### config.mk
export PLATFORM = sky130hd
export DESIGN_NAME = iso_datetime_text_parser_unit
export DESIGN_NICKNAME = d
export VERILOG_FILES = /design/src/design/dtp_pkg.sv /design/src/design/dtp_step.sv /design/src/design/dtp_result.sv /design/src/design/iso_datetime_text_parser_unit.sv
export SDC_FILE = /design/constraint.sdc
export NUM_CORES = 1
export LEC_CHECK = 0
export BUFFER_PORTS_ARGS = -buffer_cell sky130_fd_sc_hd__buf_4
export CORE_MARGIN = 3
export CORE_UTILIZATION = 48
export CTS_CLUSTER_SIZE = 25
export DETAILED_ROUTE_END_ITERATION = 8
export MAX_ROUTING_LAYER = met4
export PLACE_DENSITY = 0.78
export SLEW_MARGIN = 20
export SYNTH_ARGS = -nofsm -noshare
export SYNTH_HDL_FRONTEND = slang
export SYNTH_HIERARCHICAL = 1
export SYNTH_SLANG_ARGS = --single-unit
### constraint.sdc
create_clock -name clock -period 8.65 [get_ports clock]
set_input_delay 0.4325 -clock clock [delete_from_list [all_inputs] [get_ports clock]]
set_output_delay 0.4325 -clock clock [all_outputs]
set_load 0.01 [all_outputs]
### src/design/dtp_pkg.sv
`default_nettype none
package dtp_pkg;

   localparam int CHAR_W   = 8;
   localparam int STATUS_W = 2;
   localparam int YEAR_W   = 14;
   localparam int MONTH_W  = 4;
   localparam int DAY_W    = 5;
   localparam int HOURS_W  = 5;
   localparam int MIN_W    = 6;
   localparam int SEC_W    = 6;
   localparam int ZKIND_W  = 2;
   localparam int ZHOURS_W = 7;
   localparam int OFFSET_W = 13;
   localparam int ACC_W    = 14;
   localparam int DIGIT_W  = 4;
   localparam int POS_W    = 5;

   localparam logic [CHAR_W-1:0] CHAR_ZERO  = 8'h30;
   localparam logic [CHAR_W-1:0] CHAR_NINE  = 8'h39;
   localparam logic [CHAR_W-1:0] CHAR_DASH  = 8'h2D;
   localparam logic [CHAR_W-1:0] CHAR_PLUS  = 8'h2B;
   localparam logic [CHAR_W-1:0] CHAR_COLON = 8'h3A;
   localparam logic [CHAR_W-1:0] CHAR_T     = 8'h54;
   localparam logic [CHAR_W-1:0] CHAR_Z     = 8'h5A;

   localparam logic [STATUS_W-1:0] STATUS_OK     = 2'd0;
   localparam logic [STATUS_W-1:0] STATUS_SYNTAX = 2'd1;
   localparam logic [STATUS_W-1:0] STATUS_RANGE  = 2'd2;

   localparam logic [ZKIND_W-1:0] ZONE_NONE  = 2'd0;
   localparam logic [ZKIND_W-1:0] ZONE_UTC   = 2'd1;
   localparam logic [ZKIND_W-1:0] ZONE_PLUS  = 2'd2;
   localparam logic [ZKIND_W-1:0] ZONE_MINUS = 2'd3;

   localparam int MONTH_MAX    = 12;
   localparam int DAY_MAX      = 31;
   localparam int HOURS_MAX    = 24;
   localparam int MIN_PER_HOUR = 60;

   typedef enum logic [POS_W-1:0] {
      P_D0, P_D1, P_D2, P_D3, P_DASH1, P_MO0, P_MO1, P_DASH2, P_DY0, P_DY1,
      P_DATE_END, P_H0, P_H1, P_HC, P_MI0, P_MI1, P_MC, P_S0, P_S1,
      P_TIME_END, P_ZH0, P_ZH1, P_ZC, P_ZM0, P_ZM1, P_DONE
   } pos_type;

   typedef struct packed {
      pos_type               pos;
      logic [ACC_W-1:0]      acc;
      logic [STATUS_W-1:0]   err;
      logic [YEAR_W-1:0]     year;
      logic [MONTH_W-1:0]    month;
      logic [DAY_W-1:0]      day;
      logic [HOURS_W-1:0]    hours;
      logic [MIN_W-1:0]      minutes;
      logic [SEC_W-1:0]      seconds;
      logic [ZKIND_W-1:0]    zkind;
      logic [ZHOURS_W-1:0]   zhours;
      logic                  lead24;
   } parse_state_type;

   localparam parse_state_type PARSE_RESET = '{
      pos: P_D0, acc: '0, err: STATUS_OK, year: '0, month: '0, day: '0,
      hours: '0, minutes: '0, seconds: '0, zkind: ZONE_NONE, zhours: '0,
      lead24: 1'b0
   };

   typedef struct packed {
      logic [STATUS_W-1:0] status;
      logic [YEAR_W-1:0]   year;
      logic [MONTH_W-1:0]  month;
      logic [DAY_W-1:0]    day;
      logic [HOURS_W-1:0]  hours;
      logic [MIN_W-1:0]    minutes;
      logic [SEC_W-1:0]    seconds;
      logic [ZKIND_W-1:0]  zone_kind;
      logic [OFFSET_W-1:0] zone_offset;
   } result_type;

endpackage
`default_nettype wire

### src/design/dtp_step.sv
`default_nettype none
module dtp_step (
   input  wire dtp_pkg::parse_state_type      cur,
   input  wire logic [dtp_pkg::CHAR_W-1:0]    char_code,
   output dtp_pkg::parse_state_type           nxt
);

   logic                          dig;
   logic [dtp_pkg::DIGIT_W-1:0]   d;
   logic [dtp_pkg::ACC_W-1:0]     v;

   assign dig = (char_code >= dtp_pkg::CHAR_ZERO) && (char_code <= dtp_pkg::CHAR_NINE);
   assign d   = dig ? dtp_pkg::DIGIT_W'(char_code - dtp_pkg::CHAR_ZERO) : '0;
   assign v   = dtp_pkg::ACC_W'(17'({cur.acc, 3'b000}) + 17'({cur.acc, 1'b0}) + 17'(d));

   function automatic dtp_pkg::parse_state_type zone_start(
      input dtp_pkg::parse_state_type s,
      input logic [dtp_pkg::CHAR_W-1:0] c
   );
      dtp_pkg::parse_state_type r;
      r = s;
      if (c == dtp_pkg::CHAR_Z) begin
         r.zkind  = dtp_pkg::ZONE_UTC;
         r.zhours = '0;
         r.acc    = '0;
         r.pos    = dtp_pkg::P_DONE;
      end else if (c == dtp_pkg::CHAR_PLUS || c == dtp_pkg::CHAR_DASH) begin
         r.zkind = (c == dtp_pkg::CHAR_PLUS) ? dtp_pkg::ZONE_PLUS : dtp_pkg::ZONE_MINUS;
         r.pos   = dtp_pkg::P_ZH0;
      end else begin
         r.err = dtp_pkg::STATUS_SYNTAX;
      end
      return r;
   endfunction

   function automatic logic [dtp_pkg::STATUS_W-1:0] date_fail(input logic lead);
      return lead ? dtp_pkg::STATUS_RANGE : dtp_pkg::STATUS_SYNTAX;
   endfunction

   always_comb begin
      nxt = cur;
      if (cur.err == dtp_pkg::STATUS_OK) begin
         case (cur.pos)
            dtp_pkg::P_D0: begin
               if (dig) begin
                  nxt.acc = dtp_pkg::ACC_W'(d);
                  nxt.pos = dtp_pkg::P_D1;
               end else nxt.err = dtp_pkg::STATUS_SYNTAX;
            end
            dtp_pkg::P_D1: begin
               if (dig) begin
                  nxt.acc    = v;
                  nxt.lead24 = (v > dtp_pkg::ACC_W'(dtp_pkg::HOURS_MAX));
                  nxt.pos    = dtp_pkg::P_D2;
               end else nxt.err = dtp_pkg::STATUS_SYNTAX;
            end
            dtp_pkg::P_D2: begin
               if (dig) begin
                  nxt.acc = v;
                  nxt.pos = dtp_pkg::P_D3;
               end else if (char_code == dtp_pkg::CHAR_COLON) begin
                  if (cur.lead24) nxt.err = dtp_pkg::STATUS_RANGE;
                  else begin
                     nxt.hours = dtp_pkg::HOURS_W'(cur.acc);
                     nxt.pos   = dtp_pkg::P_MI0;
                  end
               end else nxt.err = date_fail(cur.lead24);
            end
            dtp_pkg::P_D3: begin
               if (dig) begin
                  nxt.year = dtp_pkg::YEAR_W'(v);
                  nxt.pos  = dtp_pkg::P_DASH1;
               end else nxt.err = date_fail(cur.lead24);
            end
            dtp_pkg::P_DASH1: begin
               if (char_code == dtp_pkg::CHAR_DASH) nxt.pos = dtp_pkg::P_MO0;
               else nxt.err = date_fail(cur.lead24);
            end
            dtp_pkg::P_DASH2: begin
               if (char_code == dtp_pkg::CHAR_DASH) nxt.pos = dtp_pkg::P_DY0;
               else nxt.err = date_fail(cur.lead24);
            end
            dtp_pkg::P_MO0: begin
               if (dig) begin
                  nxt.acc = dtp_pkg::ACC_W'(d);
                  nxt.pos = dtp_pkg::P_MO1;
               end else nxt.err = date_fail(cur.lead24);
            end
            dtp_pkg::P_DY0: begin
               if (dig) begin
                  nxt.acc = dtp_pkg::ACC_W'(d);
                  nxt.pos = dtp_pkg::P_DY1;
               end else nxt.err = date_fail(cur.lead24);
            end
            dtp_pkg::P_MO1: begin
               if (!dig) nxt.err = date_fail(cur.lead24);
               else if (v < dtp_pkg::ACC_W'(1) || v > dtp_pkg::ACC_W'(dtp_pkg::MONTH_MAX))
                  nxt.err = dtp_pkg::STATUS_RANGE;
               else begin
                  nxt.month = dtp_pkg::MONTH_W'(v);
                  nxt.pos   = dtp_pkg::P_DASH2;
               end
            end
            dtp_pkg::P_DY1: begin
               if (!dig) nxt.err = date_fail(cur.lead24);
               else if (v < dtp_pkg::ACC_W'(1) || v > dtp_pkg::ACC_W'(dtp_pkg::DAY_MAX))
                  nxt.err = dtp_pkg::STATUS_RANGE;
               else begin
                  nxt.day = dtp_pkg::DAY_W'(v);
                  nxt.pos = dtp_pkg::P_DATE_END;
               end
            end
            dtp_pkg::P_DATE_END: begin
               if (char_code == dtp_pkg::CHAR_T) nxt.pos = dtp_pkg::P_H0;
               else nxt = zone_start(cur, char_code);
            end
            dtp_pkg::P_H0, dtp_pkg::P_MI0, dtp_pkg::P_S0, dtp_pkg::P_ZH0,
            dtp_pkg::P_ZM0: begin
               if (dig) begin
                  nxt.acc = dtp_pkg::ACC_W'(d);
                  nxt.pos = dtp_pkg::pos_type'(cur.pos + dtp_pkg::POS_W'(1));
               end else nxt.err = dtp_pkg::STATUS_SYNTAX;
            end
            dtp_pkg::P_H1: begin
               if (!dig) nxt.err = dtp_pkg::STATUS_SYNTAX;
               else if (v > dtp_pkg::ACC_W'(dtp_pkg::HOURS_MAX)) nxt.err = dtp_pkg::STATUS_RANGE;
               else begin
                  nxt.hours = dtp_pkg::HOURS_W'(v);
                  nxt.pos   = dtp_pkg::P_HC;
               end
            end
            dtp_pkg::P_MI1: begin
               if (!dig) nxt.err = dtp_pkg::STATUS_SYNTAX;
               else if (v >= dtp_pkg::ACC_W'(dtp_pkg::MIN_PER_HOUR))
                  nxt.err = dtp_pkg::STATUS_RANGE;
               else begin
                  nxt.minutes = dtp_pkg::MIN_W'(v);
                  nxt.pos     = dtp_pkg::P_MC;
               end
            end
            dtp_pkg::P_S1: begin
               if (!dig) nxt.err = dtp_pkg::STATUS_SYNTAX;
               else if (v >= dtp_pkg::ACC_W'(dtp_pkg::MIN_PER_HOUR))
                  nxt.err = dtp_pkg::STATUS_RANGE;
               else begin
                  nxt.seconds = dtp_pkg::SEC_W'(v);
                  nxt.pos     = dtp_pkg::P_TIME_END;
               end
            end
            dtp_pkg::P_HC, dtp_pkg::P_MC, dtp_pkg::P_ZC: begin
               if (char_code == dtp_pkg::CHAR_COLON)
                  nxt.pos = dtp_pkg::pos_type'(cur.pos + dtp_pkg::POS_W'(1));
               else nxt.err = dtp_pkg::STATUS_SYNTAX;
            end
            dtp_pkg::P_TIME_END: begin
               nxt = zone_start(cur, char_code);
            end
            dtp_pkg::P_ZH1: begin
               if (dig) begin
                  nxt.zhours = dtp_pkg::ZHOURS_W'(v);
                  nxt.pos    = dtp_pkg::P_ZC;
               end else nxt.err = dtp_pkg::STATUS_SYNTAX;
            end
            dtp_pkg::P_ZM1: begin
               if (dig) begin
                  nxt.acc = v;
                  nxt.pos = dtp_pkg::P_DONE;
               end else nxt.err = dtp_pkg::STATUS_SYNTAX;
            end
            default: begin
               nxt.err = dtp_pkg::STATUS_SYNTAX;
            end
         endcase
      end
   end

endmodule
`default_nettype wire

### src/design/dtp_result.sv
`default_nettype none
module dtp_result (
   input  wire logic                      clock,
   input  wire logic                      reset,
   input  wire dtp_pkg::parse_state_type  fin,
   input  wire logic                      load,
   input  wire logic                      rsp_ready,
   output logic                           rsp_valid,
   output logic                           room,
   output dtp_pkg::result_type            rsp
);

   dtp_pkg::result_type             res_ff, res_in;
   logic                            valid_ff, valid_in;
   logic [dtp_pkg::STATUS_W-1:0]    stat;
   logic                            complete;
   logic                            in_date;

   assign complete = (fin.pos == dtp_pkg::P_DATE_END) || (fin.pos == dtp_pkg::P_TIME_END) ||
                     (fin.pos == dtp_pkg::P_DONE);
   assign in_date  = (fin.pos >= dtp_pkg::P_D2) && (fin.pos <= dtp_pkg::P_DY1);

   always_comb begin
      stat = fin.err;
      if (stat == dtp_pkg::STATUS_OK && !complete)
         stat = (in_date && fin.lead24) ? dtp_pkg::STATUS_RANGE : dtp_pkg::STATUS_SYNTAX;
      res_in        = '0;
      res_in.status = stat;
      if (stat == dtp_pkg::STATUS_OK) begin
         res_in.year      = fin.year;
         res_in.month     = fin.month;
         res_in.day       = fin.day;
         res_in.hours     = fin.hours;
         res_in.minutes   = fin.minutes;
         res_in.seconds   = fin.seconds;
         res_in.zone_kind = fin.zkind;
         if (fin.zkind == dtp_pkg::ZONE_PLUS || fin.zkind == dtp_pkg::ZONE_MINUS)
            res_in.zone_offset = dtp_pkg::OFFSET_W'(
               dtp_pkg::OFFSET_W'(fin.zhours) * dtp_pkg::OFFSET_W'(dtp_pkg::MIN_PER_HOUR) +
               dtp_pkg::OFFSET_W'(fin.acc));
      end
   end

   assign room     = !valid_ff || rsp_ready;
   assign valid_in = load ? 1'b1 : (rsp_ready ? 1'b0 : valid_ff);

   always_ff @(posedge clock) begin
      if (reset) begin
         valid_ff <= 1'b0;
      end else begin
         valid_ff <= valid_in;
      end
      if (load) res_ff <= res_in;
   end

   assign rsp_valid = valid_ff;
   assign rsp       = res_ff;

endmodule
`default_nettype wire

### src/design/iso_datetime_text_parser_unit.sv
`default_nettype none
// Parses ISO style date/time text (YYYY-MM-DD, hh:mm:ss or both joined by T,
// optionally followed by Z or +hh:mm / -hh:mm) fed one ASCII character per
// transaction, with req_is_last marking the final character. One character
// is taken every cycle; a character is held in the input register and folded
// into the parse state or, for the final character, into the result register
// that presents the result. The final character of a string stalls only
// while the result register still holds an untaken result.
// Status 0 ok, 1 syntax error or trailing text, 2 field out of range; on an
// error every other result field is 0. Parse state returns to the start
// after each final character.
module iso_datetime_text_parser_unit (
   input  wire logic                                  clock,
   input  wire logic                                  reset,
   input  wire logic                                  req_valid,
   output logic                                       req_ready,
   input  wire logic [dtp_pkg::CHAR_W-1:0]            req_char_code,
   input  wire logic                                  req_is_last,
   output logic                                       rsp_valid,
   input  wire logic                                  rsp_ready,
   output logic [dtp_pkg::STATUS_W-1:0]               rsp_status,
   output logic [dtp_pkg::YEAR_W-1:0]                 rsp_year,
   output logic [dtp_pkg::MONTH_W-1:0]                rsp_month,
   output logic [dtp_pkg::DAY_W-1:0]                  rsp_day,
   output logic [dtp_pkg::HOURS_W-1:0]                rsp_hours,
   output logic [dtp_pkg::MIN_W-1:0]                  rsp_minutes,
   output logic [dtp_pkg::SEC_W-1:0]                  rsp_seconds,
   output logic [dtp_pkg::ZKIND_W-1:0]                rsp_zone_kind,
   output logic [dtp_pkg::OFFSET_W-1:0]               rsp_zone_offset_minutes
);

   logic                           in_valid_ff, in_valid_in;
   logic [dtp_pkg::CHAR_W-1:0]     in_char_ff;
   logic                           in_last_ff;
   dtp_pkg::parse_state_type       state_ff, state_in;
   dtp_pkg::parse_state_type       nxt;
   dtp_pkg::result_type            rsp;
   logic                           room;
   logic                           advance;

   assign advance     = in_valid_ff && (!in_last_ff || room);
   assign req_ready   = !in_valid_ff || advance;
   assign in_valid_in = req_ready ? req_valid : in_valid_ff;
   assign state_in    = advance ? (in_last_ff ? dtp_pkg::PARSE_RESET : nxt) : state_ff;

   always_ff @(posedge clock) begin
      if (reset) begin
         in_valid_ff <= 1'b0;
         state_ff    <= dtp_pkg::PARSE_RESET;
      end else begin
         in_valid_ff <= in_valid_in;
         state_ff    <= state_in;
      end
      if (req_valid && req_ready) begin
         in_char_ff <= req_char_code;
         in_last_ff <= req_is_last;
      end
   end

   dtp_step u_step (
      .cur       (state_ff),
      .char_code (in_char_ff),
      .nxt       (nxt)
   );

   dtp_result u_result (
      .clock     (clock),
      .reset     (reset),
      .fin       (nxt),
      .load      (advance && in_last_ff),
      .rsp_ready (rsp_ready),
      .rsp_valid (rsp_valid),
      .room      (room),
      .rsp       (rsp)
   );

   assign rsp_status              = rsp.status;
   assign rsp_year                = rsp.year;
   assign rsp_month               = rsp.month;
   assign rsp_day                 = rsp.day;
   assign rsp_hours               = rsp.hours;
   assign rsp_minutes             = rsp.minutes;
   assign rsp_seconds             = rsp.seconds;
   assign rsp_zone_kind           = rsp.zone_kind;
   assign rsp_zone_offset_minutes = rsp.zone_offset;

endmodule
`default_nettype wire

==> metrics <==
run status=complete, no violations; Max-cap violations=0; vias post-DR=8350; Die X=146 µm; CP endpoint kind=flip-flop; final worst path period share=82.9%; R2R depth=25; Post-CTS Setup Inserts=0; nets=between 1000 and 1500; RSZ-0062 raised after global routing=no; height of the die=~150 µm; total grt overflow=0; initial drt markers=774; CTS buffer count=17; Final GP Congestion=between 0.9 and 1; Clock power frac=a little under half; CP required=about 8.9 ns; Post-DP HPWL=between 15 and 20 mm; Wirelength per Cell=between 15 and 20 µm; syn_nets=between 1000 and 1500; final setup vio count=0; hold crit path type=in -> reg; hold buffer count at cts=0; P per Cell Area=between 100 and 150 nW/µm²; WL final=between 20 and 25 mm; kind of critical path=reg -> reg; fin. max-slew vios=0; vias in the first global route=7942; crit-path max cell delay=~0.67 ns; row cnt=50; largest net degree at the start of global routing=73; Clock Skew=just under 0.009 ns; antenna violations before repair=0; Gate power share=4.7%; Top Ports=between 70 and 80; share of layout cells above drive strength 1=between 10% and 20%; Die Footprint=roughly 21000 µm²; CTS clk-pin slew, worst paths=about 0.060 ns; area of the core=roughly 19000 µm²; Util after Layout=between 50% and 60%; vias per cell=5.99; post-CTS sizing=0; Port-buffer cells=between 70 and 80; H-Tree Depth=4; # diodes=0; Switching Fraction=about a quarter; Sequential Power Share=about half; min Tclk post-route=around 7.2 ns; total power=1.45 mW; synthesized area=about 9400 µm²; Rel. slew slack=between 30 and 40%; crit-path max FO=15; first-pass GRT wire length=between 40 and 50 mm; CTS tree=built; setup tns final=0 ns; DRC Markers=0; fmax=139 MHz; Worst-Margin Slew=0.929 ns; synth warn=6; Pleak=4.21 nW; clk_lat worst skew=between 0.4 and 0.5 ns; startpoint class of the critical path=flip-flop; WP data arrival=7.44 ns; CP max stage cell=xnor2_1; Mapped Avg Cell Area=approximately 8.6 µm²; Clock Tree Root=clkbuf_16; Starting Density=between 40% and 50%; Worst Hold Depth=1; Longest Clk Path Bufs=2; 1st-pass router iterations=5; Final ANT Viol Nets=0; fin worst setup slack=1.48 ns; Pint=~1.1 mW; NetSw=between 0.3 and 0.4 mW; Place WS=about 1.6 ns; commonest non-fill, non-tap cell in the layout=nand2_1; clock net sink count=between 100 and 150; Tot GR Track Use=around a quarter; cells after synthesis=~1100; IR Drop Worst-Case VDD=just over 100 µV; Final Hold Viols=0; area delta synth->final=12.3%; most frequent cells in the layout=nand2_1, a21oi_1, o21ai_0
## power groups by stage
| stage | combinational, mW | sequential [mW] | clock, mW |
|---|---|---|---|
| floorplan | 0.0425 | 0.713 | 0 |
| global placement | 0.0677 | 0.712 | 0 |
| detailed placement | 0.0678 | 0.712 | 0 |
| CTS | 0.0678 | 0.698 | 0.697 |
| global route | 0.0744 | 0.699 | 0.721 |
| finish | 0.0680 | 0.698 | 0.685 |
## stage by stage
step                      cell area (µm²)  hold WS, ns  instances
after detailed placement            10000        0.461       1361
after global routing                10500        0.168       1393
final                               10500        0.183       1393
after floorplan                      9400        0.445       1088
after global placement              10000        0.453       1361
after CTS                           10500        0.162       1393
## critical path, delay by kind of cell, from the launching register on
kind                     cells  cell delay (ns)
AO/OA/AOI/OAI                7             1.39
XOR/XNOR                     3             1.00
adder cells (fa/ha/maj)      6             2.55
buffers and inverters        3             0.27
flip-flops                   1             0.50
multiplexers                 1             0.20
AND/OR/NAND/NOR              5             1.08
## cell type report
cell class | instances | area (µm²)
clock inverter | 13 | 118
timing repair buffer | 78 | 586
multi-input combinational | 831 | 5460
fill | 1711 | 8410
sequential | 138 | 3420
inverter | 54 | 203
tap | 260 | 325
clock buffer | 19 | 433
## final timing paths
check,slack (ns),startpoint,endpoint
setup / recovery,1.48,in_char_ff[1],u_result/rsp[12]
hold reg to reg,0.47,state_ff[35],state_ff[35]
setup reg to reg,1.48,in_char_ff[1],u_result/rsp[12]
hold / removal,0.18,req_char_code[6],in_char_ff[6]
## routing by layer
layer | wire, µm | track usage (%) | vias up
met1 | 11100 | 32.6 | 3946
met4 | 566 | 7.79 | 0
met2 | 11500 | 37.3 | 374
met3 | 1770 | 3.71 | 51
met5 | 0 | - | -
li1 | - | - | 3979
## sequential cells by signal, indices dropped and copies added (netlist names)
register            cells
u_result/rsp_valid      1
in_valid_ff             1
in_last_ff              1
state_ff               70
u_result/rsp           57
in_char_ff              8
Power figures use the tool's default switching activity.
